**config.mk**
```make
export PLATFORM = sky130hd
export DESIGN_NAME = cplp_dp
export DESIGN_NICKNAME = d
export VERILOG_FILES = /design/src/rtl/cascaded_p_loop_with_kinematic_plant_core_assert.svh /design/src/rtl/cplp_pkg.sv /design/src/rtl/cplp_mul.sv /design/src/rtl/cplp_dp.sv
export SDC_FILE = /design/constraint.sdc
export NUM_CORES = 2
export LEC_CHECK = 0
export BUFFER_PORTS_ARGS = -buffer_cell sky130_fd_sc_hd__clkbuf_2
export CORE_ASPECT_RATIO = 1.4
export CORE_MARGIN = 2
export CORE_UTILIZATION = 31
export CTS_BUF_LIST = sky130_fd_sc_hd__clkbuf_4 sky130_fd_sc_hd__clkbuf_8 sky130_fd_sc_hd__clkbuf_16
export CTS_CLUSTER_SIZE = 40
export DETAILED_ROUTE_END_ITERATION = 8
export SLEW_MARGIN = 10
export SYNTH_ARGS = -nofsm -noshare
export SYNTH_HDL_FRONTEND = slang
export SYNTH_HIERARCHICAL = 1
export SYNTH_SLANG_ARGS = --single-unit
```
**constraint.sdc**
```tcl
create_clock -name clk -period 5.95 [get_ports clk]
set_input_delay 0.2975 -clock clk [delete_from_list [all_inputs] [get_ports clk]]
set_output_delay 0.2975 -clock clk [all_outputs]
set_load 0.01 [all_outputs]
```
**src/rtl/cascaded_p_loop_with_kinematic_plant_core_assert.svh**
```systemverilog
// assertion macros for the cascaded p loop core
`ifndef CASCADED_P_LOOP_WITH_KINEMATIC_PLANT_CORE_ASSERT_SVH
`define CASCADED_P_LOOP_WITH_KINEMATIC_PLANT_CORE_ASSERT_SVH
`ifndef SYNTH
// same-cycle implication, sampled on clk, off while rst_n is low
`define CPLP_ASSERT_IMPLY(label, lhs, rhs) \
  label: assert property (@(posedge clk) disable iff (!rst_n) (lhs) |-> (rhs)) \
    else $error("cplp check failed");
// next-cycle implication
`define CPLP_ASSERT_NEXT(label, lhs, rhs) \
  label: assert property (@(posedge clk) disable iff (!rst_n) (lhs) |=> (rhs)) \
    else $error("cplp check failed");
`else
`define CPLP_ASSERT_IMPLY(label, lhs, rhs)
`define CPLP_ASSERT_NEXT(label, lhs, rhs)
`endif
`endif

```
**src/rtl/cplp_pkg.sv**
```systemverilog
// shared types and constants for the cascaded p loop core
package cplp_pkg;

  localparam int CFG_W  = 32;
  localparam int STEP_W = 25;
  localparam int OUT_W  = 32;
  localparam int IDX_W  = 2;
  localparam int DIG_W  = 16;

  localparam logic [IDX_W-1:0] REG_TARGET_POSITION = 2'd0;
  localparam logic [IDX_W-1:0] REG_GUIDANCE_GAIN   = 2'd1;
  localparam logic [IDX_W-1:0] REG_CONTROL_GAIN    = 2'd2;

  localparam logic signed [CFG_W-1:0] TARGET_RESET = 32'sd0;
  localparam logic signed [CFG_W-1:0] GAIN_RESET   = 32'sd65536;

  typedef struct packed {
    logic signed [STEP_W-1:0] time_step;
  } in_payload_t;

  typedef struct packed {
    logic signed [OUT_W-1:0] position_out;
    logic signed [OUT_W-1:0] velocity_out;
    logic signed [OUT_W-1:0] control_accel;
    logic                    step_error;
    logic                    saturated;
  } out_payload_t;

  typedef struct packed {
    logic [IDX_W-1:0] index;
    logic [CFG_W-1:0] value;
  } cfg_payload_t;

  typedef enum logic [2:0] {
    OP_VD  = 3'd0,
    OP_ACC = 3'd1,
    OP_DV  = 3'd2,
    OP_PV  = 3'd3,
    OP_HT  = 3'd4
  } op_t;

  typedef struct packed {
    logic take_in;
    logic mul_load;
    logic mul_step;
    logic mul_fin;
    logic update;
    logic put_out;
    op_t  op;
  } cmd_t;

  typedef struct packed {
    logic mul_last;
    logic step_err;
    logic out_full;
  } sts_t;

endpackage

```
**src/rtl/cplp_mul.sv**
```systemverilog
// unsigned multiplier: one 16-bit digit of b per step cycle, msb first
module cplp_mul #(
  parameter int AW = 33,
  parameter int ND = 3
) (
  input  logic                            clk,
  input  logic                            rst_n,
  input  logic                            load,
  input  logic                            step,
  input  logic [AW-1:0]                   a,
  input  logic [AW-1:0]                   b,
  output logic [AW+ND*cplp_pkg::DIG_W-1:0] prod,
  output logic                            last
);

  localparam int DW_D = cplp_pkg::DIG_W;
  localparam int BW   = ND * DW_D;
  localparam int PW   = AW + BW;
  localparam int CW   = $clog2(ND);

  logic [AW-1:0]      a_r;
  logic [BW-1:0]      b_r;
  logic [PW-1:0]      acc_r, acc_nxt;
  logic [CW-1:0]      cnt_r;
  logic [AW+DW_D-1:0] pp;

  assign pp      = a_r * b_r[BW-1 -: DW_D];
  assign acc_nxt = (acc_r << DW_D) + PW'(pp);
  assign prod    = acc_r;
  assign last    = (cnt_r == CW'(ND - 1));

  always_ff @(posedge clk) begin
    if (load) begin
      a_r   <= a;
      b_r   <= BW'(b);
      acc_r <= '0;
    end else if (step) begin
      b_r   <= b_r << DW_D;
      acc_r <= acc_nxt;
    end
  end

  always_ff @(posedge clk) begin
    if (!rst_n) begin
      cnt_r <= '0;
    end else if (load) begin
      cnt_r <= '0;
    end else if (step) begin
      cnt_r <= cnt_r + 1'b1;
    end
  end

endmodule

```
**src/rtl/cplp_dp.sv**
```systemverilog
// datapath: config registers, plant state, rounding, saturation, result register
module cplp_dp #(
  parameter int FRAC_BITS  = 16,
  parameter int DATA_WIDTH = 32
) (
  input  logic                           clk,
  input  logic                           rst_n,
  input  cplp_pkg::cmd_t                 cmd,
  output cplp_pkg::sts_t                 sts,
  input  logic                           cfg_we,
  input  logic [cplp_pkg::IDX_W-1:0]     cfg_index,
  input  logic [cplp_pkg::CFG_W-1:0]     cfg_value,
  input  cplp_pkg::in_payload_t          in_data,
  output logic                           out_valid,
  input  logic                           out_ready,
  output cplp_pkg::out_payload_t         out_data
);

  localparam int DW  = DATA_WIDTH;
  localparam int EXW = (DW > cplp_pkg::CFG_W) ? DW : cplp_pkg::CFG_W;
  localparam int MW  = EXW + 1;
  localparam int ND  = (MW + cplp_pkg::DIG_W - 1) / cplp_pkg::DIG_W;
  localparam int PW  = MW + ND * cplp_pkg::DIG_W;
  localparam int RW  = PW + 1;
  localparam int QW  = RW - FRAC_BITS;
  localparam int SW  = DW + 2;

  localparam logic signed [DW-1:0] DMAX = {1'b0, {(DW-1){1'b1}}};
  localparam logic signed [DW-1:0] DMIN = {1'b1, {(DW-1){1'b0}}};
  localparam logic [QW-1:0] MAXP_Q = {{(QW-DW+1){1'b0}}, {(DW-1){1'b1}}};
  localparam logic [QW-1:0] MAXN_Q = MAXP_Q + 1'b1;
  localparam logic [RW-1:0] HALF_N  = RW'(1) << (FRAC_BITS - 1);
  localparam logic [RW-1:0] HALF_HT = RW'(1) << FRAC_BITS;

  logic signed [cplp_pkg::CFG_W-1:0]  tgt_r, gg_r, cg_r;
  logic signed [DW-1:0]               pos_r, vel_r, vd_r, acc_r, dv_r, pv_r, ht_r;
  logic signed [cplp_pkg::STEP_W-1:0] dt_r;
  logic                               err_r, clip_r, neg_r;
  logic                               out_valid_r;
  cplp_pkg::out_payload_t             out_data_r;

  logic signed [MW-1:0] opx, opy;
  logic [MW-1:0]        xmag, ymag;
  logic [PW-1:0]        prod;
  logic                 mul_last;
  logic                 is_ht;
  logic [RW-1:0]        rnd;
  logic [QW-1:0]        q;
  logic                 hclip;
  logic signed [DW-1:0] res;
  logic signed [SW-1:0] sum_p, sum_v;
  logic                 p_clip, v_clip;
  logic signed [DW-1:0] pos_sat, vel_sat;

  function automatic logic signed [cplp_pkg::OUT_W-1:0] to_out(input logic signed [DW-1:0] x);
    logic signed [EXW-1:0] e;
    e = EXW'(x);
    return e[cplp_pkg::OUT_W-1:0];
  endfunction

  // operands of the product in flight
  always_comb begin
    case (cmd.op)
      cplp_pkg::OP_VD: begin
        opx = MW'(gg_r);
        opy = MW'(tgt_r) - MW'(pos_r);
      end
      cplp_pkg::OP_ACC: begin
        opx = MW'(cg_r);
        opy = MW'(vd_r) - MW'(vel_r);
      end
      cplp_pkg::OP_DV: begin
        opx = MW'(acc_r);
        opy = MW'(dt_r);
      end
      cplp_pkg::OP_PV: begin
        opx = MW'(vel_r);
        opy = MW'(dt_r);
      end
      cplp_pkg::OP_HT: begin
        opx = MW'(dv_r);
        opy = MW'(dt_r);
      end
      default: begin
        opx = '0;
        opy = '0;
      end
    endcase
    xmag = opx[MW-1] ? MW'(-opx) : MW'(opx);
    ymag = opy[MW-1] ? MW'(-opy) : MW'(opy);
  end

  cplp_mul #(
    .AW (MW),
    .ND (ND)
  ) u_mul (
    .clk   (clk),
    .rst_n (rst_n),
    .load  (cmd.mul_load),
    .step  (cmd.mul_step),
    .a     (xmag),
    .b     (ymag),
    .prod  (prod),
    .last  (mul_last)
  );

  // round half away from zero on the magnitude, then clip
  always_comb begin
    is_ht = (cmd.op == cplp_pkg::OP_HT);
    rnd   = RW'(prod) + (is_ht ? HALF_HT : HALF_N);
    q     = is_ht ? {1'b0, rnd[RW-1:FRAC_BITS+1]} : rnd[RW-1:FRAC_BITS];
    if (neg_r) begin
      hclip = (q > MAXN_Q);
      res   = hclip ? DMIN : $signed(-q[DW-1:0]);
    end else begin
      hclip = (q > MAXP_Q);
      res   = hclip ? DMAX : $signed(q[DW-1:0]);
    end
  end

  // plant integration sums
  always_comb begin
    sum_p   = SW'(pos_r) + SW'(pv_r) + SW'(ht_r);
    sum_v   = SW'(vel_r) + SW'(dv_r);
    p_clip  = (sum_p[SW-1:DW-1] != {3{sum_p[SW-1]}});
    v_clip  = (sum_v[SW-1:DW-1] != {3{sum_v[SW-1]}});
    pos_sat = p_clip ? (sum_p[SW-1] ? DMIN : DMAX) : sum_p[DW-1:0];
    vel_sat = v_clip ? (sum_v[SW-1] ? DMIN : DMAX) : sum_v[DW-1:0];
  end

  // config and plant state
  always_ff @(posedge clk) begin
    if (!rst_n) begin
      tgt_r <= cplp_pkg::TARGET_RESET;
      gg_r  <= cplp_pkg::GAIN_RESET;
      cg_r  <= cplp_pkg::GAIN_RESET;
      pos_r <= '0;
      vel_r <= '0;
    end else begin
      if (cfg_we) begin
        case (cfg_index)
          cplp_pkg::REG_TARGET_POSITION: tgt_r <= $signed(cfg_value);
          cplp_pkg::REG_GUIDANCE_GAIN:   gg_r  <= $signed(cfg_value);
          cplp_pkg::REG_CONTROL_GAIN:    cg_r  <= $signed(cfg_value);
          default: begin
          end
        endcase
      end
      if (cmd.update) begin
        pos_r <= pos_sat;
        vel_r <= vel_sat;
      end
    end
  end

  // per-request working registers
  always_ff @(posedge clk) begin
    if (cmd.take_in) begin
      dt_r   <= in_data.time_step;
      err_r  <= in_data.time_step[cplp_pkg::STEP_W-1];
      clip_r <= 1'b0;
    end else if (cmd.mul_fin) begin
      clip_r <= clip_r | hclip;
    end else if (cmd.update) begin
      clip_r <= clip_r | p_clip | v_clip;
    end
    if (cmd.mul_load) begin
      neg_r <= opx[MW-1] ^ opy[MW-1];
    end
    if (cmd.mul_fin) begin
      case (cmd.op)
        cplp_pkg::OP_VD:  vd_r  <= res;
        cplp_pkg::OP_ACC: acc_r <= res;
        cplp_pkg::OP_DV:  dv_r  <= res;
        cplp_pkg::OP_PV:  pv_r  <= res;
        cplp_pkg::OP_HT:  ht_r  <= res;
        default: begin
        end
      endcase
    end
  end

  // result register
  always_ff @(posedge clk) begin
    if (!rst_n) begin
      out_valid_r <= 1'b0;
    end else if (cmd.put_out) begin
      out_valid_r <= 1'b1;
    end else if (out_ready) begin
      out_valid_r <= 1'b0;
    end
  end

  always_ff @(posedge clk) begin
    if (cmd.put_out) begin
      out_data_r.position_out  <= to_out(pos_r);
      out_data_r.velocity_out  <= to_out(vel_r);
      out_data_r.control_accel <= to_out(acc_r);
      out_data_r.step_error    <= err_r;
      out_data_r.saturated     <= clip_r;
    end
  end

  assign out_valid    = out_valid_r;
  assign out_data     = out_data_r;
  assign sts.mul_last = mul_last;
  assign sts.step_err = err_r;
  assign sts.out_full = out_valid_r && !out_ready;

endmodule

```
* Yosys cells after proc, flatten, opt, wreduce, memory -nomap -nowiden
Cells that the tools add are included.
** Storage, ports and cells
- Bits in registers :: 611
- Input port bits :: 72
- Output and inout bits :: 102
** Operators by class
- Eq/ne operators :: 9
- Reduce and logical (&&, ||, !) cells :: 17
- Muxes and demuxes :: 20
- Order comparisons :: 2
- Bitwise logic cells :: 5
- Add/subtract/negate cells :: 11
- $mul :: 1
** Operators by type and width (number)
- 32-bit 2-to-1 mux :: 8
- 33-bit case mux with 5 select lines :: 1
- 33-bit 2-to-1 mux :: 3
- 33-bit case mux with 3 select lines :: 1
- 81-bit by 17-bit adder with 82-bit output :: 1
- 81-bit by 49-bit adder with 81-bit output :: 1
- 32-bit by 32-bit adder with 33-bit output :: 2
- 66-bit by 31-bit greater-than comparator with 1-bit output, second input constant :: 1
- 66-bit by 32-bit greater-than comparator with 1-bit output, second input constant :: 1
- 66-bit 2-to-1 mux :: 1
- 33-bit negation :: 2
- 32-bit by 32-bit subtractor with 33-bit output :: 2
- 33-bit by 16-bit multiplier with 49-bit output :: 1
- 33-bit by 32-bit adder with 34-bit output :: 1
- 32-bit negation :: 1
- 17-bit 2-to-1 mux :: 1
- 2-bit AND reduction :: 8
- 3-bit by 2-bit == test with 1-bit output, second input constant :: 2
- 2-bit nonzero test :: 3
- 1-bit 2-to-1 mux :: 5
- 2-bit == test, second input constant :: 2
- 2-bit != test :: 2
- 3-bit by 1-bit == test with 1-bit output, second input constant :: 1
- 3-bit == test, second input constant :: 1
- 11 further kinds :: 13

* Logic depth before layout (Yosys ltp)
- Depth in word-level cells :: 8
- Gate-level depth with buffers :: 26

* Hierarchy
The synthesis kept the hierarchy.
** By module, submodules not included
- cplp_dp :: area each 28932.7 µm², cells each 3139, instances 1, sequential area each 11771.3 µm²
- cplp_mul :: area each 24422.2 µm², cells each 2675, instances 1, sequential area each 3943.8 µm²

* Least setup slack after synthesis
OpenSTA, ideal clock, no wires.
- Path type :: register -> register
- Start point :: reg u_mul.a_r[5]
- End point :: reg u_mul.acc_r[76], in the netlist u_mul/prod[76]
- Period minus slack after synthesis :: 6501 ps
- Cell stages (with the launch flop) :: 25
- Slack :: -551 ps
- Setup time :: 86 ps
- Data arrival time :: 6416 ps
- Cells stage by stage :: edfxtp_1 > clkbuf_1 > and2_1 > fa_1 > inv_1 > fa_1 > fa_1 > fa_1 > inv_1 > fa_1 > inv_1 > fa_1 > inv_1 > ha_1 > clkbuf_2 > a21oi_1 > o22ai_1 > o21a_1 > o31ai_1 > or4b_4 > a21oi_2 > buf_4 > nor3_1 > xnor2_1 > a211oi_1
** Between the ends
- Longest elaborated chain between the ends :: 2
** Ends and longest elaborated chain
- start, declared :: line cplp_mul.sv:21 : logic [AW-1:0] a_r;
- start signal, assigned :: line cplp_mul.sv:34 : a_r <= a;
- 33-bit by 16-bit multiplier with 49-bit output :: line cplp_mul.sv:27 : assign pp = a_r * b_r[BW-1 -: DW_D];
- 81-bit by 49-bit adder with 81-bit output :: line cplp_mul.sv:28 : assign acc_nxt = (acc_r << DW_D) + PW'(pp);
- end signal, assigned :: line cplp_mul.sv:39 : acc_r <= acc_nxt;
- end, declared :: line cplp_mul.sv:23 : logic [PW-1:0] acc_r, acc_nxt;
No other way between the ends.
A chain may end at the register's enable or synchronous reset.

* Worst setup path after layout
- Start point :: reg u_mul.a_r[9]
- End point :: reg u_mul.acc_r[71], in the netlist u_mul/prod[71]
The elaborated chain is that of the path after synthesis.

==> flow_metrics.env <==
export IMPL_whs_path_depth=2
export IMPL_synth_top_cell_by_area="sky130_fd_sc_hd__edfxtp_1"
export IMPL_max_stage_delay_ns=0.55
export IMPL_ant_nets=0
export IMPL_synth_async_reset_ratio=0
export IMPL_highest_clock_rate_mhz=153
export IMPL_post_route_cells_drive_above_1_share=0.184
export IMPL_cell_internal_pwr_mw=16.1
export IMPL_io_pins=174
export IMPL_placement_setup_worst_slack_ns=-1.18
export IMPL_initial_utilization=0.311
export IMPL_ctsHtreeMaxLevel=3
export IMPL_routed_via_density=5.20
export IMPL_wl_per_cell_um=22.8
export IMPL_global_route_overflow_total=0
export IMPL_synth_largest_type_area_fraction=0.197
export IMPL_power_net_switching_mw=13.1
export IMPL_pwr_share_seq=0.192
export IMPL_ctsLongestPathBuffers=3
export IMPL_finalWirelength_um=198000
export IMPL_critPathCaptureType="flip-flop"
export IMPL_post_layout_total_power_mw=29.2
export IMPL_ys_top_cells_by_count="sky130_fd_sc_hd__nand2_1, sky130_fd_sc_hd__inv_1, sky130_fd_sc_hd__fa_1"
export IMPL_critical_path_startpoint_type="flip-flop"
export IMPL_final_instance_count_excl_fill=8694
export IMPL_power_density_cell_area_mw_per_mm2=445
export IMPL_pin_count_of_the_biggest_net_entering_global_routing=69
export IMPL_syn_instance_count=5814
export IMPL_dp_cells=8419
export IMPL_yosys_cell_count_top_type="sky130_fd_sc_hd__nand2_1"
export IMPL_clk_root_buffer_cell="sky130_fd_sc_hd__clkbuf_16"
export IMPL_comb_power_share=0.654
export IMPL_dpl_cell_area_sq_mm=0.0599
export IMPL_chipWidth_um=355
export IMPL_place_hpwl_um=154000
export IMPL_post_synth_cell_area_avg_sq_um=9.18
export IMPL_drc=0
export IMPL_dieArea_sq_mm=0.175
export IMPL_clk_transition_reported_paths_ns=0.07
export IMPL_synth_ff_latch_count=610
export IMPL_synthesis_yosys_warnings=6
export IMPL_drv_max_cap_violation_count=0
export IMPL_synth_edff_count=350
export IMPL_clock_tree_from_tritoncts="done"
export IMPL_setup_violations_final=58
export IMPL_final_nets=7203
export IMPL_core_sq_mm=0.171
export IMPL_drt_pre_antenna_iters=5
export IMPL_via_count=45200
export IMPL_synth_sequential_area_ratio=0.295
export IMPL_cts_sink_count=610
export IMPL_fillerInstances=17000
export IMPL_drt_initial_drc_count=3500
export IMPL_insertion_delay_ns=0.69
export IMPL_die_height_um=495
export IMPL_antenna_found_initial=12
export IMPL_setup_slack_ns=-0.595
export IMPL_finalHoldViolations=0
export IMPL_post_synth_instance_area_sq_mm=0.0534
export IMPL_power_clock_fraction=0.154
export IMPL_timing_hold_worst_class="in -> reg"
export IMPL_grt_setup_unrepaired="yes"
export IMPL_globalplace_congestion=0.994
export IMPL_finalWorstPathRequiredPeriod_ns=6.55
export IMPL_final_design_area_no_fill_sq_mm=0.0655
export IMPL_grt_pass1_wl_um=294000
export IMPL_violations="setup timing"
export IMPL_worst_path_most_repeated_cell="sky130_fd_sc_hd__fa_1"
export IMPL_max_vdd_ir_drop_v=0.000432
export IMPL_worst_ep_required_time_ns=6.53
export IMPL_final_max_slew_violation_count=0
export IMPL_outcome="finished with violations"
export IMPL_cts_buffers=66
export IMPL_crit_slowest_cell="sky130_fd_sc_hd__fa_1"
export IMPL_io_buffers=173
export IMPL_crit_path_cell_trace="buf_6 > buf_6 > nand2_4 > fa_1 > fa_1 > fa_2 > fa_1 > inv_2 > fa_1 > inv_1 > fa_1 > inv_2 > ha_4 > buf_4 > buf_4 > nand4_1 > buf_6 > o311ai_4 > nand3_4 > nor3_4 > o21ai_4 > or4_1 > a311oi_2"
export IMPL_grt_pass1_vias=46900
export IMPL_tightest_slew_ns=1.37
export IMPL_timing_critical_path_fanout_max=8
export IMPL_synth_top_cells_by_area="sky130_fd_sc_hd__edfxtp_1, sky130_fd_sc_hd__fa_1, sky130_fd_sc_hd__dfxtp_1"
export IMPL_mappedNetlistNets=6658
export IMPL_syn_to_final_growth_pct=22.8
export IMPL_track_usage=0.223
export IMPL_synthDistinctLibCells=112
export IMPL_synth_top_flop_cell="sky130_fd_sc_hd__edfxtp_1"
export IMPL_period_share=1.10
export IMPL_relative_slew_slack=0.0731
export IMPL_leakage_nw=28.1
export IMPL_placementRows=180
export IMPL_fin_skew_ns=0.0584
export IMPL_p_sw_frac=0.448
export IMPL_worst_setup_path_type="reg -> reg"
export IMPL_arrival_ns=7.12
export IMPL_timing_reg2reg_worst_path_depth=23
[worst paths after layout]
path / slack, ns / start / endpoint
setup / recovery: -0.60 / u_mul/a_r[9]$_DFFE_PP_ / u_mul/prod[71]$_SDFFE_PP0P_
hold / removal: 0.07 / cmd[7] / u_mul/b_r[40]$_SDFFE_PP0P_
setup reg to reg: -0.60 / u_mul/a_r[9]$_DFFE_PP_ / u_mul/prod[71]$_SDFFE_PP0P_
hold reg to reg: 0.43 / acc_r[11]$_DFFE_PP_ / out_data[13]$_DFFE_PP_
[logic make-up after synthesis]
kind of cell               synth area share
and+or+nand+nor                       0.164
AOI/OAI and AO/OA                     0.141
buffers and inverters                0.0751
adders and majority gates             0.252
DFF                                   0.295
xor gates and xnor gates             0.0442
muxes                                0.0287
other                             0.0000703
[critical path, delay by kind of cell (launching register included)]
kind / cells / cell delay [ns]
buf+inv: 8 / 0.83
simple gates: 5 / 1.12
flops: 1 / 0.51
fa+ha+maj: 7 / 3.27
compound gates: 3 / 0.70
[metal layers]
layer  share of wire  vias up  GRT usage
met1            0.38    22500      0.261
met2            0.49     1643      0.393
met5        0.000066        -          0
met3           0.051      425     0.0220
li1                -    20700          -
met4           0.070        2      0.136
[state kept, by name, summed over array words and instances, names as in the netlist, 25 cells and up]
name        count
dv_r           32
pv_r           32
u_mul/a_r      33
u_mul/b_r      48
ht_r           32
tgt_r          32
acc_r          32
vd_r           32
dt_r           25
cg_r           32
out_data       98
u_mul/prod     81
gg_r           32
pos_r          32
vel_r          32
[cell usage in the layout (no fill, tap or decap), types with 28 or more instances in the layout]
master,count
sky130_fd_sc_hd__nand4_1,65
sky130_fd_sc_hd__nand3_1,86
sky130_fd_sc_hd__dfxtp_1,250
sky130_fd_sc_hd__buf_6,38
sky130_fd_sc_hd__ha_1,239
sky130_fd_sc_hd__a21boi_0,102
sky130_fd_sc_hd__buf_12,56
sky130_fd_sc_hd__fa_1,473
sky130_fd_sc_hd__a211oi_1,44
sky130_fd_sc_hd__a21o_1,87
sky130_fd_sc_hd__nor2_1,290
sky130_fd_sc_hd__o21ai_0,206
sky130_fd_sc_hd__a21oi_1,297
sky130_fd_sc_hd__o21a_1,31
sky130_fd_sc_hd__fa_2,28
sky130_fd_sc_hd__buf_4,443
sky130_fd_sc_hd__inv_1,705
sky130_fd_sc_hd__dlygate4sd3_1,58
sky130_fd_sc_hd__nand2b_1,35
sky130_fd_sc_hd__and3_1,52
sky130_fd_sc_hd__xor2_1,90
sky130_fd_sc_hd__a31oi_1,43
sky130_fd_sc_hd__edfxtp_1,350
sky130_fd_sc_hd__nor3_1,55
sky130_fd_sc_hd__mux2i_1,110
sky130_fd_sc_hd__o211ai_1,31
sky130_fd_sc_hd__xnor2_1,161
sky130_fd_sc_hd__ha_4,29
sky130_fd_sc_hd__nand2_1,769
sky130_fd_sc_hd__clkbuf_2,167
sky130_fd_sc_hd__clkbuf_16,72
sky130_fd_sc_hd__and2_1,250
[metrics by stage]
stage / utilization / hold slack (ns) / TNS (ns)
global route: 0.382 / 0.0850 / -34.97
floorplan: - / 0.396 / -3.85
CTS: 0.379 / 0.0436 / -22.18
detailed placement: 0.350 / 0.435 / -42.39
global placement: 0.350 / 0.435 / -41.33
finish: 0.382 / 0.0683 / -23.45
[final cells by class]
| class | count | area, sq um | area share |
|---|---|---|---|
| Antenna cell | 7 | 17.5 | 0.000267 |
| Clock buffer | 83 | 1870 | 0.0285 |
| Clock inverter | 38 | 479 | 0.00731 |
| Inverter | 733 | 2750 | 0.0420 |
| Multi-Input combinational cell | 4173 | 35200 | 0.537 |
| Sequential cell | 610 | 15700 | 0.240 |
| Tap cell | 2275 | 2850 | 0.0434 |
| Timing Repair Buffer | 775 | 6640 | 0.101 |
[timing repair]
item / in CTS / in global routing
hold endpoints to repair: 122 / 0
cloned: 9 / 3
gates resized for setup: 268 / 81
hold buffers: 58 / 0
endpoints found under the setup margin: 66 / 91
setup buffers: 63 / 20
pin swaps: 198 / 82
[power by group through the flow]
stage	combinational, mW	clock [mW]	sequential, mW
after global routing	20.7	4.72	5.63
after floorplan	9.06	0	5.43
after global placement	15.9	0	5.66
after CTS	18.3	4.57	5.58
after detailed placement	15.9	0	5.66
final	19.1	4.49	5.59
Note: power is estimated with default switching activity, not from simulation.
