$ cat src/rtl/cascaded_p_loop_with_kinematic_plant_core_assert.svh
// assertion macros for the cascaded p loop core
`ifndef CASCADED_P_LOOP_WITH_KINEMATIC_PLANT_CORE_ASSERT_SVH
`define CASCADED_P_LOOP_WITH_KINEMATIC_PLANT_CORE_ASSERT_SVH
`ifndef SYNTH
// same-cycle implication, sampled on clk, off while rst_n is low
`define CPLP_ASSERT_IMPLY(label, lhs, rhs) \
  label: assert property (@(posedge clk) disable iff (!rst_n) (lhs) |-> (rhs)) \
    else $error("cplp check failed");
// next-cycle implication
`define CPLP_ASSERT_NEXT(label, lhs, rhs) \
  label: assert property (@(posedge clk) disable iff (!rst_n) (lhs) |=> (rhs)) \
    else $error("cplp check failed");
`else
`define CPLP_ASSERT_IMPLY(label, lhs, rhs)
`define CPLP_ASSERT_NEXT(label, lhs, rhs)
`endif
`endif

$ cat src/rtl/cplp_pkg.sv
// shared types and constants for the cascaded p loop core
package cplp_pkg;

  localparam int CFG_W  = 32;
  localparam int STEP_W = 25;
  localparam int OUT_W  = 32;
  localparam int IDX_W  = 2;
  localparam int DIG_W  = 16;

  localparam logic [IDX_W-1:0] REG_TARGET_POSITION = 2'd0;
  localparam logic [IDX_W-1:0] REG_GUIDANCE_GAIN   = 2'd1;
  localparam logic [IDX_W-1:0] REG_CONTROL_GAIN    = 2'd2;

  localparam logic signed [CFG_W-1:0] TARGET_RESET = 32'sd0;
  localparam logic signed [CFG_W-1:0] GAIN_RESET   = 32'sd65536;

  typedef struct packed {
    logic signed [STEP_W-1:0] time_step;
  } in_payload_t;

  typedef struct packed {
    logic signed [OUT_W-1:0] position_out;
    logic signed [OUT_W-1:0] velocity_out;
    logic signed [OUT_W-1:0] control_accel;
    logic                    step_error;
    logic                    saturated;
  } out_payload_t;

  typedef struct packed {
    logic [IDX_W-1:0] index;
    logic [CFG_W-1:0] value;
  } cfg_payload_t;

  typedef enum logic [2:0] {
    OP_VD  = 3'd0,
    OP_ACC = 3'd1,
    OP_DV  = 3'd2,
    OP_PV  = 3'd3,
    OP_HT  = 3'd4
  } op_t;

  typedef struct packed {
    logic take_in;
    logic mul_load;
    logic mul_step;
    logic mul_fin;
    logic update;
    logic put_out;
    op_t  op;
  } cmd_t;

  typedef struct packed {
    logic mul_last;
    logic step_err;
    logic out_full;
  } sts_t;

endpackage

$ cat src/rtl/cplp_ctrl.sv
// sequencer stepping the shared multiplier through the five products
module cplp_ctrl (
  input  logic           clk,
  input  logic           rst_n,
  input  logic           in_valid,
  output logic           in_ready,
  input  cplp_pkg::sts_t sts,
  output cplp_pkg::cmd_t cmd
);

  typedef enum logic [5:0] {
    ST_IDLE = 6'b000001,
    ST_LOAD = 6'b000010,
    ST_MUL  = 6'b000100,
    ST_FIN  = 6'b001000,
    ST_UPD  = 6'b010000,
    ST_DONE = 6'b100000
  } state_t;

  state_t          state_r, state_nxt;
  cplp_pkg::op_t   op_r, op_nxt;

  assign in_ready = (state_r == ST_IDLE);

  always_comb begin
    state_nxt = state_r;
    op_nxt    = op_r;
    cmd       = '0;
    cmd.op    = op_r;
    case (state_r)
      ST_IDLE: begin
        if (in_valid) begin
          cmd.take_in = 1'b1;
          op_nxt      = cplp_pkg::OP_VD;
          state_nxt   = ST_LOAD;
        end
      end
      ST_LOAD: begin
        cmd.mul_load = 1'b1;
        state_nxt    = ST_MUL;
      end
      ST_MUL: begin
        cmd.mul_step = 1'b1;
        if (sts.mul_last) begin
          state_nxt = ST_FIN;
        end
      end
      ST_FIN: begin
        cmd.mul_fin = 1'b1;
        case (op_r)
          cplp_pkg::OP_VD: begin
            op_nxt    = cplp_pkg::OP_ACC;
            state_nxt = ST_LOAD;
          end
          cplp_pkg::OP_ACC: begin
            // negative step: no motion, report right away
            if (sts.step_err) begin
              state_nxt = ST_DONE;
            end else begin
              op_nxt    = cplp_pkg::OP_DV;
              state_nxt = ST_LOAD;
            end
          end
          cplp_pkg::OP_DV: begin
            op_nxt    = cplp_pkg::OP_PV;
            state_nxt = ST_LOAD;
          end
          cplp_pkg::OP_PV: begin
            op_nxt    = cplp_pkg::OP_HT;
            state_nxt = ST_LOAD;
          end
          cplp_pkg::OP_HT: begin
            state_nxt = ST_UPD;
          end
          default: begin
            state_nxt = ST_IDLE;
          end
        endcase
      end
      ST_UPD: begin
        cmd.update = 1'b1;
        state_nxt  = ST_DONE;
      end
      ST_DONE: begin
        if (!sts.out_full) begin
          cmd.put_out = 1'b1;
          state_nxt   = ST_IDLE;
        end
      end
      default: begin
        state_nxt = ST_IDLE;
      end
    endcase
  end

  always_ff @(posedge clk) begin
    if (!rst_n) begin
      state_r <= ST_IDLE;
      op_r    <= cplp_pkg::OP_VD;
    end else begin
      state_r <= state_nxt;
      op_r    <= op_nxt;
    end
  end

endmodule

$ cat config.mk
export PLATFORM = sky130hd
export DESIGN_NAME = cplp_ctrl
export DESIGN_NICKNAME = d
export VERILOG_FILES = /design/src/rtl/cascaded_p_loop_with_kinematic_plant_core_assert.svh /design/src/rtl/cplp_pkg.sv /design/src/rtl/cplp_ctrl.sv
export SDC_FILE = /design/constraint.sdc
export NUM_CORES = 1
export LEC_CHECK = 0
export ABC_AREA = 1
export BUFFER_PORTS_ARGS = -buffer_cell sky130_fd_sc_hd__buf_2
export CAP_MARGIN = 15
export CORE_MARGIN = 3
export CORE_UTILIZATION = 40
export CTS_CLUSTER_SIZE = 14
export DETAILED_ROUTE_END_ITERATION = 10
export GPL_ROUTABILITY_DRIVEN = 0
export HOLD_SLACK_MARGIN = 0.02
export SLEW_MARGIN = 20
export SYNTH_ARGS = -nofsm -noshare
export SYNTH_HDL_FRONTEND = slang
export SYNTH_SLANG_ARGS = --single-unit
$ cat constraint.sdc
create_clock -name clk -period 1.5 [get_ports clk]
set_input_delay 0.15 -clock clk [delete_from_list [all_inputs] [get_ports clk]]
set_output_delay 0.15 -clock clk [all_outputs]
set_load 0.01 [all_outputs]
**After elaboration in Yosys (flattened, before gate mapping)**

Cells that the tools add are included.

- Register bits after elaboration: 9
- Input port bits: 6
- Output and inout port bits: 10
- Word-level logic and storage cells: 40

- Eq/ne operators: 15
- Muxes and demuxes: 18
- Reduce and logical (&&, ||, !) cells: 5

Operator list:

| cell | count |
|---|---|
| 6-bit case mux with 6 select lines | 1 |
| 6-bit two-way mux | 4 |
| 6-bit case mux with 3 select lines | 1 |
| 3-bit case mux with 4 select lines | 1 |
| 1-bit two-way mux | 8 |
| 3-bit by 2-bit == test with 1-bit output, second input constant | 2 |
| 6-bit by 1-bit == test with 1-bit output, second input constant | 1 |
| 6-bit by 2-bit == test with 1-bit output, second input constant | 1 |
| 6-bit by 3-bit == test with 1-bit output, second input constant | 1 |
| 6-bit by 4-bit == test with 1-bit output, second input constant | 1 |
| 6-bit by 5-bit == test with 1-bit output, second input constant | 1 |
| 6-bit == test, second input constant | 1 |
| 3-bit two-way mux | 2 |
| 2-bit != test, second input constant | 3 |
| 3-bit case mux with 2 select lines | 1 |
| 5-bit by 1-bit != test with 1-bit output, second input constant | 1 |
| 4-bit AND reduction | 1 |
| 3-bit by 1-bit == test with 1-bit output, second input constant | 1 |
| 3-bit == test, second input constant | 1 |
| 3-bit logical NOT | 1 |
| 3-bit != test, second input constant | 1 |
| 3-bit AND reduction | 1 |
| 3-bit OR reduction | 1 |
| 2-bit nonzero test | 1 |

**Depth between registers and ports, before layout**

Gate-level depths: netlist (run 1).

- Depth after elaboration: 4
- Gate-level depth with buffers: 9
- Gate-level depth less buffers: 9

**Worst setup path after synthesis (run 1)**

Ideal clock, no wire load.

- Kind: flip-flop to flip-flop
- Start: reg state_r[5]
- End: reg op_r[0]
- Data arrival time: 1.057 ns
- Path slack: 0.329 ns
- Cell stages (with the launch flop): 9
- Path buffers: 0
- Period minus slack after synthesis: 1.171 ns
- Cell sequence: dfxtp_1 nor2_4 nand2_4 nor2_8 nand2_2 nand2_2 nand2_4 nor2_1 nor2_2

- Word-level cells in the longest chain between the ends: 3
- Elaborated cells between the ends (all ways): 8

RTL lines:

| what | RTL line | RTL |
|---|---|---|
| start, declared | cplp_ctrl.sv:20 | `state_t state_r, state_nxt;` |
| start signal, assigned | cplp_ctrl.sv:101 | `state_r <= state_nxt;` |
| 6-bit by 4-bit == test with 1-bit output / 6-bit by 1-bit == test with 1-bit output (equally long branches) | cplp_ctrl.sv:30 | `case (state_r)` |
| 5-bit by 1-bit != test with 1-bit output (no line) (tied with other cells) | -- |  |
| 4-bit AND reduction (no line) | -- |  |
| end signal, assigned | cplp_ctrl.sv:99 | `op_r <= cplp_pkg::OP_VD;` |
| end signal, assigned | cplp_ctrl.sv:102 | `op_r <= op_nxt;` |
| end, declared | cplp_ctrl.sv:21 | `cplp_pkg::op_t op_r, op_nxt;` |

Parallel ways exist; a longest one is shown, timed or not.
A chain may end at the register's enable or synchronous reset.

==> run summary, run 1 <==
CRITICAL PATH
----------------------------------------------------------------------------------------
Arrival @ worst endpoint ..................................................      1.23 ns
Register-to-register setup slack ..........................................      0.24 ns
Worst setup path category .................................................   reg -> out
CP required ...............................................................      1.35 ns
Worst reg2reg path depth ..................................................            8
Startpoint Class ..........................................................     register
Capture point of the worst reg-to-reg path ................................      op_r[0]
Critical path fanouts, max ................................................            4
Startpoint of the worst-slack reg-to-reg timing path ......................   state_r[5]
Crit path capture type .................................................... primary output

TIMING
----------------------------------------------------------------------------------------
RSZ-0062 raised after global routing ......................................           no
Maximum clock skew at final layout ........................................  0.002127 ns
Hold violation count in the final report ..................................            0
Final-layout setup total negative slack ...................................         0 ns
Max-slew violations .......................................................            0
Final number of setup-violating endpoints .................................            0
Part of the cycle the worst path needs ....................................       91.99%
Maximum clock frequency ...................................................   0.7247 GHz
Worst slew pin tran .......................................................    0.2277 ns
Clock period minus worst slack ............................................     1.380 ns
Worst rel slew slack ......................................................       84.68%
Least setup slack across all paths after layout ...........................    0.1201 ns

RUN
----------------------------------------------------------------------------------------
Max-cap violations ........................................................            0

FLOORPLANNING
----------------------------------------------------------------------------------------
Die span in x .............................................................     43.56 µm
Starting utilization of the core area .....................................       46.40%
Number of I/O pins ........................................................           16
Die Span Y ................................................................     43.56 µm
Number of placement rows ..................................................           12
Core ar. .................................................................. 0.001216 mm²
Die Area .................................................................. 0.001897 mm²

FINAL LAYOUT
----------------------------------------------------------------------------------------
Number of antenna repair diodes ...........................................            0
# fillers .................................................................          137
Sequential standard cell area .............................................    180.2 µm²
Combined area of the multi-input logic cells ..............................    326.6 µm²
Layout cells sized above 1 ................................................       31.07%
Area growth from synthesis to layout ......................................       21.51%
Layout net count ..........................................................          110
Share of the core filled with cells in the final layout ...................       56.38%

PLACE
----------------------------------------------------------------------------------------
Total half-perimeter wirelength after legalization and detailed placement .     937.3 µm
Pre-CTS setup slack .......................................................    0.2206 ns
Number of I/O port buffers ................................................           15

POWER
----------------------------------------------------------------------------------------
Register share of total power .............................................        38.5%
Reported net switching power ..............................................    0.3217 mW
Worst IR Drop VDD .........................................................    0.6123 mV
Cell-internal power .......................................................    0.4805 mW
Fraction of power consumed by the clock network ...........................        23.3%
Combinational power share .................................................        38.2%
Total power divided by cell area ..........................................  1170 mW/mm²
Switching part of the total power .........................................       40.11%
Static leakage ............................................................    0.3730 nW

MIN PATH
----------------------------------------------------------------------------------------
Startpoint of the most critical hold path .................................        rst_n
Type of the most critical hold path .......................................    in -> reg
Hold-critical path depth ..................................................            3
Hold endpoint .............................................................      op_r[1]

GRT
----------------------------------------------------------------------------------------
Gr ovfl total .............................................................            0
Antenna violations before repair ..........................................            0
Largest net degree at the start of global routing .........................            8
Overall routing resource usage ............................................       13.69%
Wire length of the first global-routing pass ..............................      1987 µm
Via count of the first global-routing pass ................................          473

LOGIC SYNTHESIS
----------------------------------------------------------------------------------------
Average cell area after synthesis .........................................    6.718 µm²
Synthesis Warnings ........................................................            0
Flip-flop cell with the highest count after synthesis .....................      dfxtp_1
Biggest area contributors in the synthesized netlist ...................... dfxtp_1 32%, inv_1 10%, nand2_1 8.6%, nor2_1 8.0%, nand3_1 6.2%
Sequential element share of the synthesized area ..........................       31.93%
Cell taking the most area after synthesis .................................      dfxtp_1
Synth cell count leaders .................................................. 15 x inv_1, 13 x nand2_1, 12 x nor2_1
Most common cell in the netlist ...........................................        inv_1
Flop and latch count out of synthesis .....................................            9
Number of flops mapped to enable cells by yosys ...........................            0
Number of unique standard cell types used by synthesis ....................           18
Synthesized Nets ..........................................................           90
Cells after synthesis .....................................................           84
Portion of synthesized cell area occupied by the leading cell type ........       31.93%
Netlist area before placement .............................................    564.3 µm²
Post-synthesis async set-or-reset flop share ..............................           0%

ROUTE
----------------------------------------------------------------------------------------
Per-cell via count in the routed design ...................................        4.923
Number of nets with antenna violations after routing ......................            0
Remaining DRCs ............................................................            0
Number of detailed-route iterations in the first pass .....................            4
Routed via count ..........................................................          576
Final wirelength ..........................................................      1189 µm
Detail-routed net length per standard cell ................................     10.16 µm
Initial detailed-routing violation count ..................................           14

CLOCK NETWORK
----------------------------------------------------------------------------------------
Number of levels in the clock H-tree ......................................            1
Insertion delay to the later sink of the worst-skew pair ..................      0.25 ns
Clk sinks .................................................................            9
Clock Pin Slew Worst Setup and Hold Paths .................................      0.06 ns
TritonCTS clock tree ......................................................         done
Clk root buf ..............................................................     clkbuf_4
Clock buffer depth ........................................................            2
Number of buffers inserted to repair setup after CTS ......................            0
Number of clock buffers inserted by TritonCTS .............................            3
Cts hold-fix bufs .........................................................            0

RUN STATUS
----------------------------------------------------------------------------------------
Result of the run .........................................................    completed

==> worst max path at each step <==
| stage | slack [ns] | startpoint | depth (start not counted) | endpoint |
|---|---|---|---|---|
| after floorplan | 0.33 | state_r[5] | 8 | op_r[0] |
| after global placement | 0.24 | state_r[0] | 9 | op_r[0] |
| after detailed placement | 0.22 | state_r[2] | 8 | op_r[0] |
| after CTS | 0.02 | state_r[2] | 4 | cmd[3] |
| after global routing | 0.02 | state_r[0] | 5 | cmd[8] |
| final | 0.12 | state_r[2] | 4 | cmd[3] |
==> cell type report <==
type	count	share of cell area (%)
multi-input combinational	59	47.63
sequential	9	26.28
timing repair buffer	15	10.95
inverter	16	8.759
clock buffer	4	3.832
tap	14	2.555
==> power by group through the flow <==
stage	Combinational (mW)	Sequential [mW]	Clock, mW
finish	0.306	0.309	0.187
global route	0.346	0.316	0.205
CTS	0.310	0.308	0.190
detailed placement	0.308	0.313	0
global placement	0.311	0.314	0
floorplan	0.226	0.315	0
==> state kept, by name, indices dropped and copies added, names as in the netlist <==
name,cells
state_r,6
op_r,3
==> metrics by stage <==
step                      hold slack (ns)  cells  instance area, µm²  total power, mW
after floorplan                    0.2704     84               564.3           0.5413
after global placement             0.4051    113               656.9           0.6243
after detailed placement           0.4091    113               656.9           0.6212
after CTS                          0.1364    117               683.2           0.8084
after global routing               0.1446    117               685.7           0.8674
final                              0.1408    117               685.7           0.8022
==> kinds of logic after synthesis <==
group | count (synthesis) | share of synthesized area, %
AOI/OAI and AO/OA | 9 | 8.425
buffers and inverters | 16 | 10.64
DFF | 9 | 31.93
and+or+nand+nor | 50 | 49.00
==> what timing repair did <==
item | 4_1_cts | 5_1_grt
hold endpoints to repair | 0 | 0
resized for setup | 0 | 1
endpoints found under the setup margin | 0 | 4
==> layer usage <==
layer	GRT usage (%)	part of all wire (%)	vias to the layer above	wire, µm
met5	0	0	-	0
met4	5.422	1.2	0	14
met1	20.00	49	247	584
met2	18.31	42	22	503
met3	4.149	7.2	2	86
li1	-	-	305	-
==> layout by cell type (no fill, tap or decap), drive strengths merged <==
| cell | n |
|---|---|
| nand3 | 8 |
| buf | 15 |
| nor2 | 17 |
| nand2 | 19 |
| dfxtp | 9 |
| inv | 16 |
| clkbuf | 4 |
| a31oi | 2 |
| nor3 | 2 |
| nor4 | 2 |
| a21oi | 5 |
| nand4 | 2 |
| o21ai | 2 |
==> critical path, stage by stage (launching register included) <==
cell and delay (ns):
dfxtp_1 0.32, nor2_2 0.19, nand2_1 0.11, nor4_1 0.18, buf_2 0.18
(Power assumes the default switching activity.)
==> inputs of run 2 (changes only) <==
Settings changed: CTS_BUF_LIST from default to sky130_fd_sc_hd__clkbuf_16.
==> run 2 against run 1 <==
  * Clock power grew 150%
  * Combinational power is essentially flat
  * Non-clock buffer count did not move
  * Die area unchanged
  * Worst hold slack better by 0.028 ns
  * Register-to-register slack is essentially flat
  * Critical endpoint unchanged
  * Largest cell class unchanged
  * Highest routed layer unchanged
  * Final cell count unchanged
  * Wire length grew 3.0%
  * Worst setup slack better by 0.031 ns
  * Count of clock-buffer cells in the layout shrank 1
  * Largest power group is now the clock network
  * Power rose by 34%
==> run summary, run 2 (same netlist as run 1, synthesis figures left out) <==
FINAL LAYOUT
----------------------------------------------------------------------------------------
Number of flip-flops in the largest register ..............................            6   unchanged
Number of antenna repair diodes ...........................................            0   unchanged
# fillers .................................................................          123   -10%
Final Cell Area ...........................................................    738.2 µm²   +7.7%
Layout net count ..........................................................          110   unchanged
Area growth from synthesis to layout ......................................       30.82%
Layout cells sized above 1 ................................................       31.07%   unchanged
Most common library cell in the layout ignoring fill and taps .............        inv_1
Top register by number of flip-flops ......................................      state_r
Commonest non-fill, non-tap cells in the layout ........................... 16 x inv_1, 15 x buf_2, 13 x nand2_1
Top Registers ............................................................. state_r (6), op_r (3)
Share of the core filled with cells in the final layout ...................       60.70%   +4.3 points
Post-route non-filler standard cell count .................................          117   unchanged

POWER
----------------------------------------------------------------------------------------
Worst IR Drop VDD .........................................................    0.7090 mV   +16%
Static leakage ............................................................    0.4004 nW   +7.3%
Reported net switching power ..............................................    0.3485 mW   +8.3%
Combinational power share .................................................        28.6%   -9.6 points
Total power divided by cell area ..........................................  1457 mW/mm²   +25%
Register share of total power .............................................        28.8%   -9.7 points
Cell-internal power .......................................................    0.7274 mW   +51%
Fraction of power consumed by the clock network ...........................        42.6%   +19 points
Switching part of the total power .........................................       32.39%   -7.7 points
PnR Total Power ...........................................................     1.076 mW   +34%

MIN PATH
----------------------------------------------------------------------------------------
Hold-critical path depth ..................................................            3   unchanged
Startpoint of the most critical hold path .................................        rst_n
Hold endpoint .............................................................      op_r[0]
Type of the most critical hold path .......................................    in -> reg

TIMING
----------------------------------------------------------------------------------------
Least setup slack across all paths after layout ...........................    0.1509 ns   +0.03078 ns
Fin Hold WS ...............................................................    0.1689 ns   +0.02813 ns
Maximum clock frequency ...................................................   0.7412 GHz   +2.3%
Clock period minus worst slack ............................................     1.349 ns   -0.03077 ns
Maximum clock skew at final layout ........................................ 0.0004867 ns   -0.001640 ns
Worst rel slew slack ......................................................       84.68%   unchanged
Hold violation count in the final report ..................................            0   unchanged
RSZ-0062 raised after global routing ......................................           no
Part of the cycle the worst path needs ....................................       89.94%   -2.1 points
Final-layout setup total negative slack ...................................         0 ns   unchanged
Max-slew violations .......................................................            0   unchanged
Final number of setup-violating endpoints .................................            0   unchanged
Worst slew pin tran .......................................................    0.2277 ns   -0.000001073 ns

CRITICAL PATH
----------------------------------------------------------------------------------------
Startpoint Class ..........................................................     register
Capture point of the worst reg-to-reg path ................................      op_r[0]
Buffers and inverters on the worst path ...................................            1   unchanged
Worst reg2reg path depth ..................................................            8   unchanged
CP required ...............................................................      1.35 ns   about the same
Startpoint of the worst-slack reg-to-reg timing path ......................   state_r[5]
Critical path fanouts, max ................................................            4   unchanged
Worst setup path category .................................................   reg -> out
Crit path capture type .................................................... primary output
Critical-path cell list ................................................... nor2_2 > nand2_1 > nor4_1 > buf_2
Largest stage delay on the critical path ..................................      0.31 ns   about the same
Register-to-register setup slack ..........................................      0.25 ns   about the same
Max stage delay cell, worst path ..........................................      dfxtp_1
Largest delay share family, worst path .................................... simple AND/OR/NAND/NOR gates
Arrival @ worst endpoint ..................................................      1.20 ns   -0.03 ns

ROUTE
----------------------------------------------------------------------------------------
Routed length on met3 .....................................................       101 µm   +17%
Final wirelength ..........................................................      1225 µm   +3.0%
Detailed-routing wirelength on met1 .......................................       549 µm   -6.0%
Detail-routed net length per standard cell ................................     10.47 µm   +3.0%
Remaining DRCs ............................................................            0   unchanged
Met2 Wirelength ...........................................................       537 µm   +6.8%
Per-cell via count in the routed design ...................................        4.991   +1.4%
Initial detailed-routing violation count ..................................           10   -4
Number of nets with antenna violations after routing ......................            0   unchanged
Max layer used ............................................................         met4
Number of detailed-route iterations in the first pass .....................            4   unchanged
Routed via count ..........................................................          584   +1.4%

FLOORPLANNING
----------------------------------------------------------------------------------------
Die Area .................................................................. 0.001897 mm²   unchanged
Core ar. .................................................................. 0.001216 mm²   unchanged
Starting utilization of the core area .....................................       46.40%   unchanged
Number of I/O pins ........................................................           16   unchanged
Die span in x .............................................................     43.56 µm   unchanged
Die Span Y ................................................................     43.56 µm   unchanged
Number of placement rows ..................................................           12   unchanged

PLACE
----------------------------------------------------------------------------------------
Total cell area at the placement stage ....................................    656.9 µm²   unchanged
Placed Cells ..............................................................          113   unchanged
Pre-CTS setup slack .......................................................    0.2206 ns   unchanged
Total half-perimeter wirelength after legalization and detailed placement .     937.3 µm   unchanged
Number of I/O port buffers ................................................           15   unchanged

GRT
----------------------------------------------------------------------------------------
Wire length of the first global-routing pass ..............................      2049 µm   +3.1%
Gr ovfl total .............................................................            0   unchanged
Overall routing resource usage ............................................       14.69%   +1.0 points
Via count of the first global-routing pass ................................          466   -1.5%
Largest net degree at the start of global routing .........................            8   unchanged
Antenna violations before repair ..........................................            0   unchanged

CLOCK NETWORK
----------------------------------------------------------------------------------------
Clock buffer depth ........................................................            2   unchanged
TritonCTS clock tree ......................................................         done
Number of levels in the clock H-tree ......................................            1   unchanged
Number of buffers inserted to repair setup after CTS ......................            0   unchanged
Number of clock buffers inserted by TritonCTS .............................            3   unchanged
Clock Pin Slew Worst Setup and Hold Paths .................................      0.04 ns   -0.02 ns
Clk root buf ..............................................................    clkbuf_16
Clk sinks .................................................................            9   unchanged
Insertion delay to the later sink of the worst-skew pair ..................      0.23 ns   -0.02 ns

RUN STATUS
----------------------------------------------------------------------------------------
Result of the run .........................................................    completed

RUN
----------------------------------------------------------------------------------------
Max-cap violations ........................................................            0   unchanged

## run 2: routing by layer
metal | vias up | track usage [%]
li1 | 302 | -
met1 | 253 | 20.00
met3 | 5 | 4.149
met2 | 24 | 19.19
met5 | - | 0
met4 | 0 | 10.84
## run 2: worst max path at each step
stage	from	end	cells after the start
2_1_floorplan	state_r[5]	op_r[0]	8
3_3_place_gp	state_r[0]	op_r[0]	9
3_5_place_dp	state_r[2]	op_r[0]	8
4_1_cts	state_r[2]	cmd[3]	4
5_1_grt	state_r[0]	cmd[8]	5
6_report	state_r[2]	cmd[3]	4
## run 2: worst min-delay path, stage by stage
cell,delay (ns)
buf_2,0.09
nand2_1,0.06
nor2_2,0.06
## run 2: timing repair
item	4_1_cts	5_1_grt
gates resized for setup	0	1
setup endpoints to repair	0	1
hold buffers	0	0
## run 2: power groups by stage
stage	Clock (mW)	Combinational, mW	Sequential, mW
final	0.459	0.307	0.310
after global routing	0.480	0.348	0.316
after CTS	0.464	0.311	0.310
after detailed placement	0	0.308	0.313
after global placement	0	0.311	0.314
after floorplan	0	0.226	0.315
## run 2: layout make-up
type	instances	area, µm²	area share [%]
multi-input cells	59	326.6	44.24
flip-flops and latches	9	180.2	24.41
clock buffers	3	75.07	10.17
repair buffers	15	75.07	10.17
inverters	16	60.06	8.136
well taps	14	17.52	2.373
clock inverters	1	3.754	0.5085
==> inputs of run 3 (changes only) <==
Settings changed: ABC_AREA 1 to 0.
==> run 3 against run 2 <==
  * Synthesized area is 4.4% higher
  * Synthesized cell count fell by 15%
  * The run now ends with setup timing left
  * Critical path depth is the same
  * Cell area grew 41%
  * Power up 63%
  * Wire length up 73%
  * Final cell count increased by 4.3%
==> run summary, run 3 <==
LOGIC SYNTHESIS
----------------------------------------------------------------------------------------
Cells after synthesis .....................................................           71   -15%
Number of unique standard cell types used by synthesis ....................           36   +18
Synth cell count leaders .................................................. 9 x dfxtp_1, 7 x nor2_1, 5 x inv_1
Flop and latch count out of synthesis .....................................            9   unchanged
Number of flops mapped to enable cells by yosys ...........................            0   unchanged
Flip-flop cell with the highest count after synthesis .....................      dfxtp_1
Xor/xnor cell area share of the yosys netlist .............................       1.486%   +1.5 points
Portion of synthesized cell area occupied by the leading cell type ........       30.57%   -1.4 points
Sequential element share of the synthesized area ..........................       30.57%   -1.4 points
Cell taking the most area after synthesis .................................      dfxtp_1
Most common cell in the netlist ...........................................      dfxtp_1
Multiplexer share of the synthesized area .................................           0%   unchanged
Post-synthesis async set-or-reset flop share ..............................           0%   unchanged
Netlist area before placement .............................................    589.3 µm²   +4.4%
Synthesis Warnings ........................................................            0   unchanged
Simple-gate area share of the yosys netlist ...............................       43.52%   -5.5 points
Dominant combinational cell family by area after synthesis ................ simple AND/OR/NAND/NOR gates
Synthesized Nets ..........................................................           77   -14%
Biggest area contributors in the synthesized netlist ...................... dfxtp_1 31%, or4b_4 4.7%, nor2_1 4.5%, and3b_1 4.5%, inv_1 3.2%
Average cell area after synthesis .........................................    8.300 µm²   +24%
Synthesized-area fraction occupied by adder cells .........................           0%   unchanged
Post-synthesis compound-gate area fraction ................................       18.90%   +10 points

PLACE
----------------------------------------------------------------------------------------
Total cell area at the placement stage ....................................    773.2 µm²   +18%
Number of I/O port buffers ................................................           15   unchanged
Total half-perimeter wirelength after legalization and detailed placement .      1232 µm   +31%
Pre-CTS setup slack .......................................................   -0.1276 ns   -0.3481 ns

FINAL LAYOUT
----------------------------------------------------------------------------------------
Area growth from synthesis to layout ......................................       76.65%
Top register by number of flip-flops ......................................      state_r
Layout net count ..........................................................          114   +3.6%
Final Cell Area ........................................................... 0.001041 mm²   +41%
Commonest non-fill, non-tap cells in the layout ........................... 15 x buf_4, 13 x buf_2, 7 x buf_6
Most common library cell in the layout ignoring fill and taps .............        buf_4
Layout cells sized above 1 ................................................       57.94%   +27 points
Number of flip-flops in the largest register ..............................            6   unchanged
Top Registers ............................................................. state_r (6), op_r (3)
Number of antenna repair diodes ...........................................            0   unchanged

TIMING
----------------------------------------------------------------------------------------
Clock period minus worst slack ............................................     1.676 ns   +0.3269 ns
Max-slew violations .......................................................            0   unchanged
Maximum clock frequency ...................................................   0.5966 GHz   -20%
Worst slew pin tran .......................................................    0.3992 ns   +0.1715 ns
Fin Hold WS ...............................................................    0.2124 ns   +0.04347 ns
Hold violation count in the final report ..................................            0   unchanged
RSZ-0062 raised after global routing ......................................          yes
Worst rel slew slack ......................................................       73.05%   -12 points
Least setup slack across all paths after layout ...........................   -0.1760 ns   -0.3269 ns
Final number of setup-violating endpoints .................................           15   +15
Maximum clock skew at final layout ........................................ 0.0008391 ns   +0.0003525 ns
Part of the cycle the worst path needs ....................................       111.7%   +22 points

POWER
----------------------------------------------------------------------------------------
Total power divided by cell area ..........................................  1682 mW/mm²   +15%
Worst IR Drop VDD .........................................................     1.201 mV   +69%
Static leakage ............................................................    0.4692 nW   +17%

CLOCK NETWORK
----------------------------------------------------------------------------------------
Clock Pin Slew Worst Setup and Hold Paths .................................      0.04 ns   about the same
Clk sinks .................................................................            9   unchanged
Number of levels in the clock H-tree ......................................            1   unchanged
TritonCTS clock tree ......................................................         done
Clk root buf ..............................................................    clkbuf_16
Number of clock buffers inserted by TritonCTS .............................            3   unchanged
Clock buffer depth ........................................................            2   unchanged
Cts hold-fix bufs .........................................................            0   unchanged
Insertion delay to the later sink of the worst-skew pair ..................      0.24 ns   about the same

ROUTE
----------------------------------------------------------------------------------------
Number of nets with antenna violations after routing ......................            0   unchanged
Number of detailed-route iterations in the first pass .....................            4   unchanged
Detail-routed net length per standard cell ................................     17.37 µm   +66%
Remaining DRCs ............................................................            0   unchanged
Final wirelength ..........................................................      2119 µm   +73%
Routed via count ..........................................................          727   +24%
Per-cell via count in the routed design ...................................        5.959   +19%
Initial detailed-routing violation count ..................................           17   +7

GRT
----------------------------------------------------------------------------------------
Overall routing resource usage ............................................       22.20%   +7.5 points
Antenna violations before repair ..........................................            0   unchanged
Wire length of the first global-routing pass ..............................      3098 µm   +51%
Largest net degree at the start of global routing .........................           12   +4
Via count of the first global-routing pass ................................          670   +44%
Gr ovfl total .............................................................            0   unchanged

RUN STATUS
----------------------------------------------------------------------------------------
Result of the run ......................................................... finished, violations left
Violations in the final reports ........................................... setup timing

CRITICAL PATH
----------------------------------------------------------------------------------------
Critical-path cell list ................................................... or4b_4 > or2_0 > a311o_1 > a31o_1
Arrival @ worst endpoint ..................................................      1.81 ns   +0.61 ns
Startpoint Class ..........................................................     register
Largest delay share family, worst path .................................... simple AND/OR/NAND/NOR gates
Largest stage delay on the critical path ..................................      0.53 ns   +0.22 ns
Max stage delay cell, worst path ..........................................       or4b_4
Crit path capture type ....................................................     register
Critical path fanouts, max ................................................            4   unchanged
Register-to-register setup slack ..........................................     -0.18 ns   -0.43 ns
Buffers and inverters on the worst path ...................................            0   -1
CP required ...............................................................      1.63 ns   +0.28 ns
Worst setup path category .................................................   reg -> reg

FLOORPLANNING
----------------------------------------------------------------------------------------
Die span in x .............................................................     44.39 µm   +1.9%
Number of I/O pins ........................................................           16   unchanged
Die Area .................................................................. 0.001970 mm²   +3.8%
Core ar. .................................................................. 0.001334 mm²   +9.7%
Die Span Y ................................................................     44.39 µm   +1.9%
Number of placement rows ..................................................           13   +1
Starting utilization of the core area .....................................       44.18%   -2.2 points

RUN
----------------------------------------------------------------------------------------
Max-cap violations ........................................................            0   unchanged

MIN PATH
----------------------------------------------------------------------------------------
Type of the most critical hold path .......................................    in -> reg

run 3: area by class of cell:
type | count | area (µm²)
Fill cell | 80 | 292.8
Inverter | 5 | 21.27
Tap cell | 15 | 18.77
Clock inverter | 1 | 3.754
Sequential cell | 9 | 186.4
Multi-Input combinational cell | 54 | 479.2
Clock buffer | 3 | 75.07
Timing Repair Buffer | 35 | 256.5
run 3: logic make-up (layout without fill, tap and decap cells):
| logic type | count (synthesis) | after routing |
|---|---|---|
| AOI/OAI and AO/OA | 14 | 14 |
| xor gates and xnor gates | 1 | 1 |
| buffers and inverters | 8 | 44 |
| DFF | 9 | 9 |
| and+or+nand+nor | 39 | 39 |
run 3: power breakdown:
part / switching (mW) / total [mW] / internal, mW / leakage [nW]
logic: 0.478 / 0.959 / 0.481 / 0.352
clock network: 0.130 / 0.480 / 0.350 / 0.0423
registers: 0.0346 / 0.312 / 0.277 / 0.0750
total: 0.643 / 1.75 / 1.11 / 0.469
run 3: what timing repair did:
| item | CTS | global route |
|---|---|---|
| setup buffers | 4 | 4 |
| pin swaps | 4 | 7 |
| gates resized for setup | 15 | 14 |
| endpoints found under the setup margin | 12 | 16 |
run 3: metrics by stage:
step / TNS, ns / util [%] / std cells / power, mW
final: -1.264 / 78.05 / 122 / 1.751
after global routing: -2.044 / 78.05 / 122 / 1.837
after CTS: -0.4959 / 71.58 / 118 / 1.594
after detailed placement: -0.2731 / 57.97 / 110 / 0.9044
after global placement: -0.2027 / 57.97 / 110 / 0.9001
after floorplan: -0.2947 / - / 71 / 0.6855
run 3: worst paths after layout:
check | from | end | depth (start not counted)
worst max-delay path | state_r[3] | state_r[0] | 4
worst min-delay path | sts[2] | state_r[3] | 2
worst max register to register | state_r[3] | state_r[0] | 4
worst min register to register | op_r[1] | op_r[2] | 2
run 3: worst reg2reg max path, stage by stage, from the launching register on:
cell and delay [ns]:
dfxtp_4 0.35, or4b_4 0.53, or2_0 0.23, a311o_1 0.28, a31o_1 0.18
run 3: routing by layer:
layer / global-route usage, % / vias to the layer above / wire, µm
met3: 6.098 / 6 / 93
met5: 0 / - / 0
met1: 27.76 / 353 / 988
met2: 34.88 / 25 / 989
met4: 10.84 / 0 / 47
li1: - / 343 / -
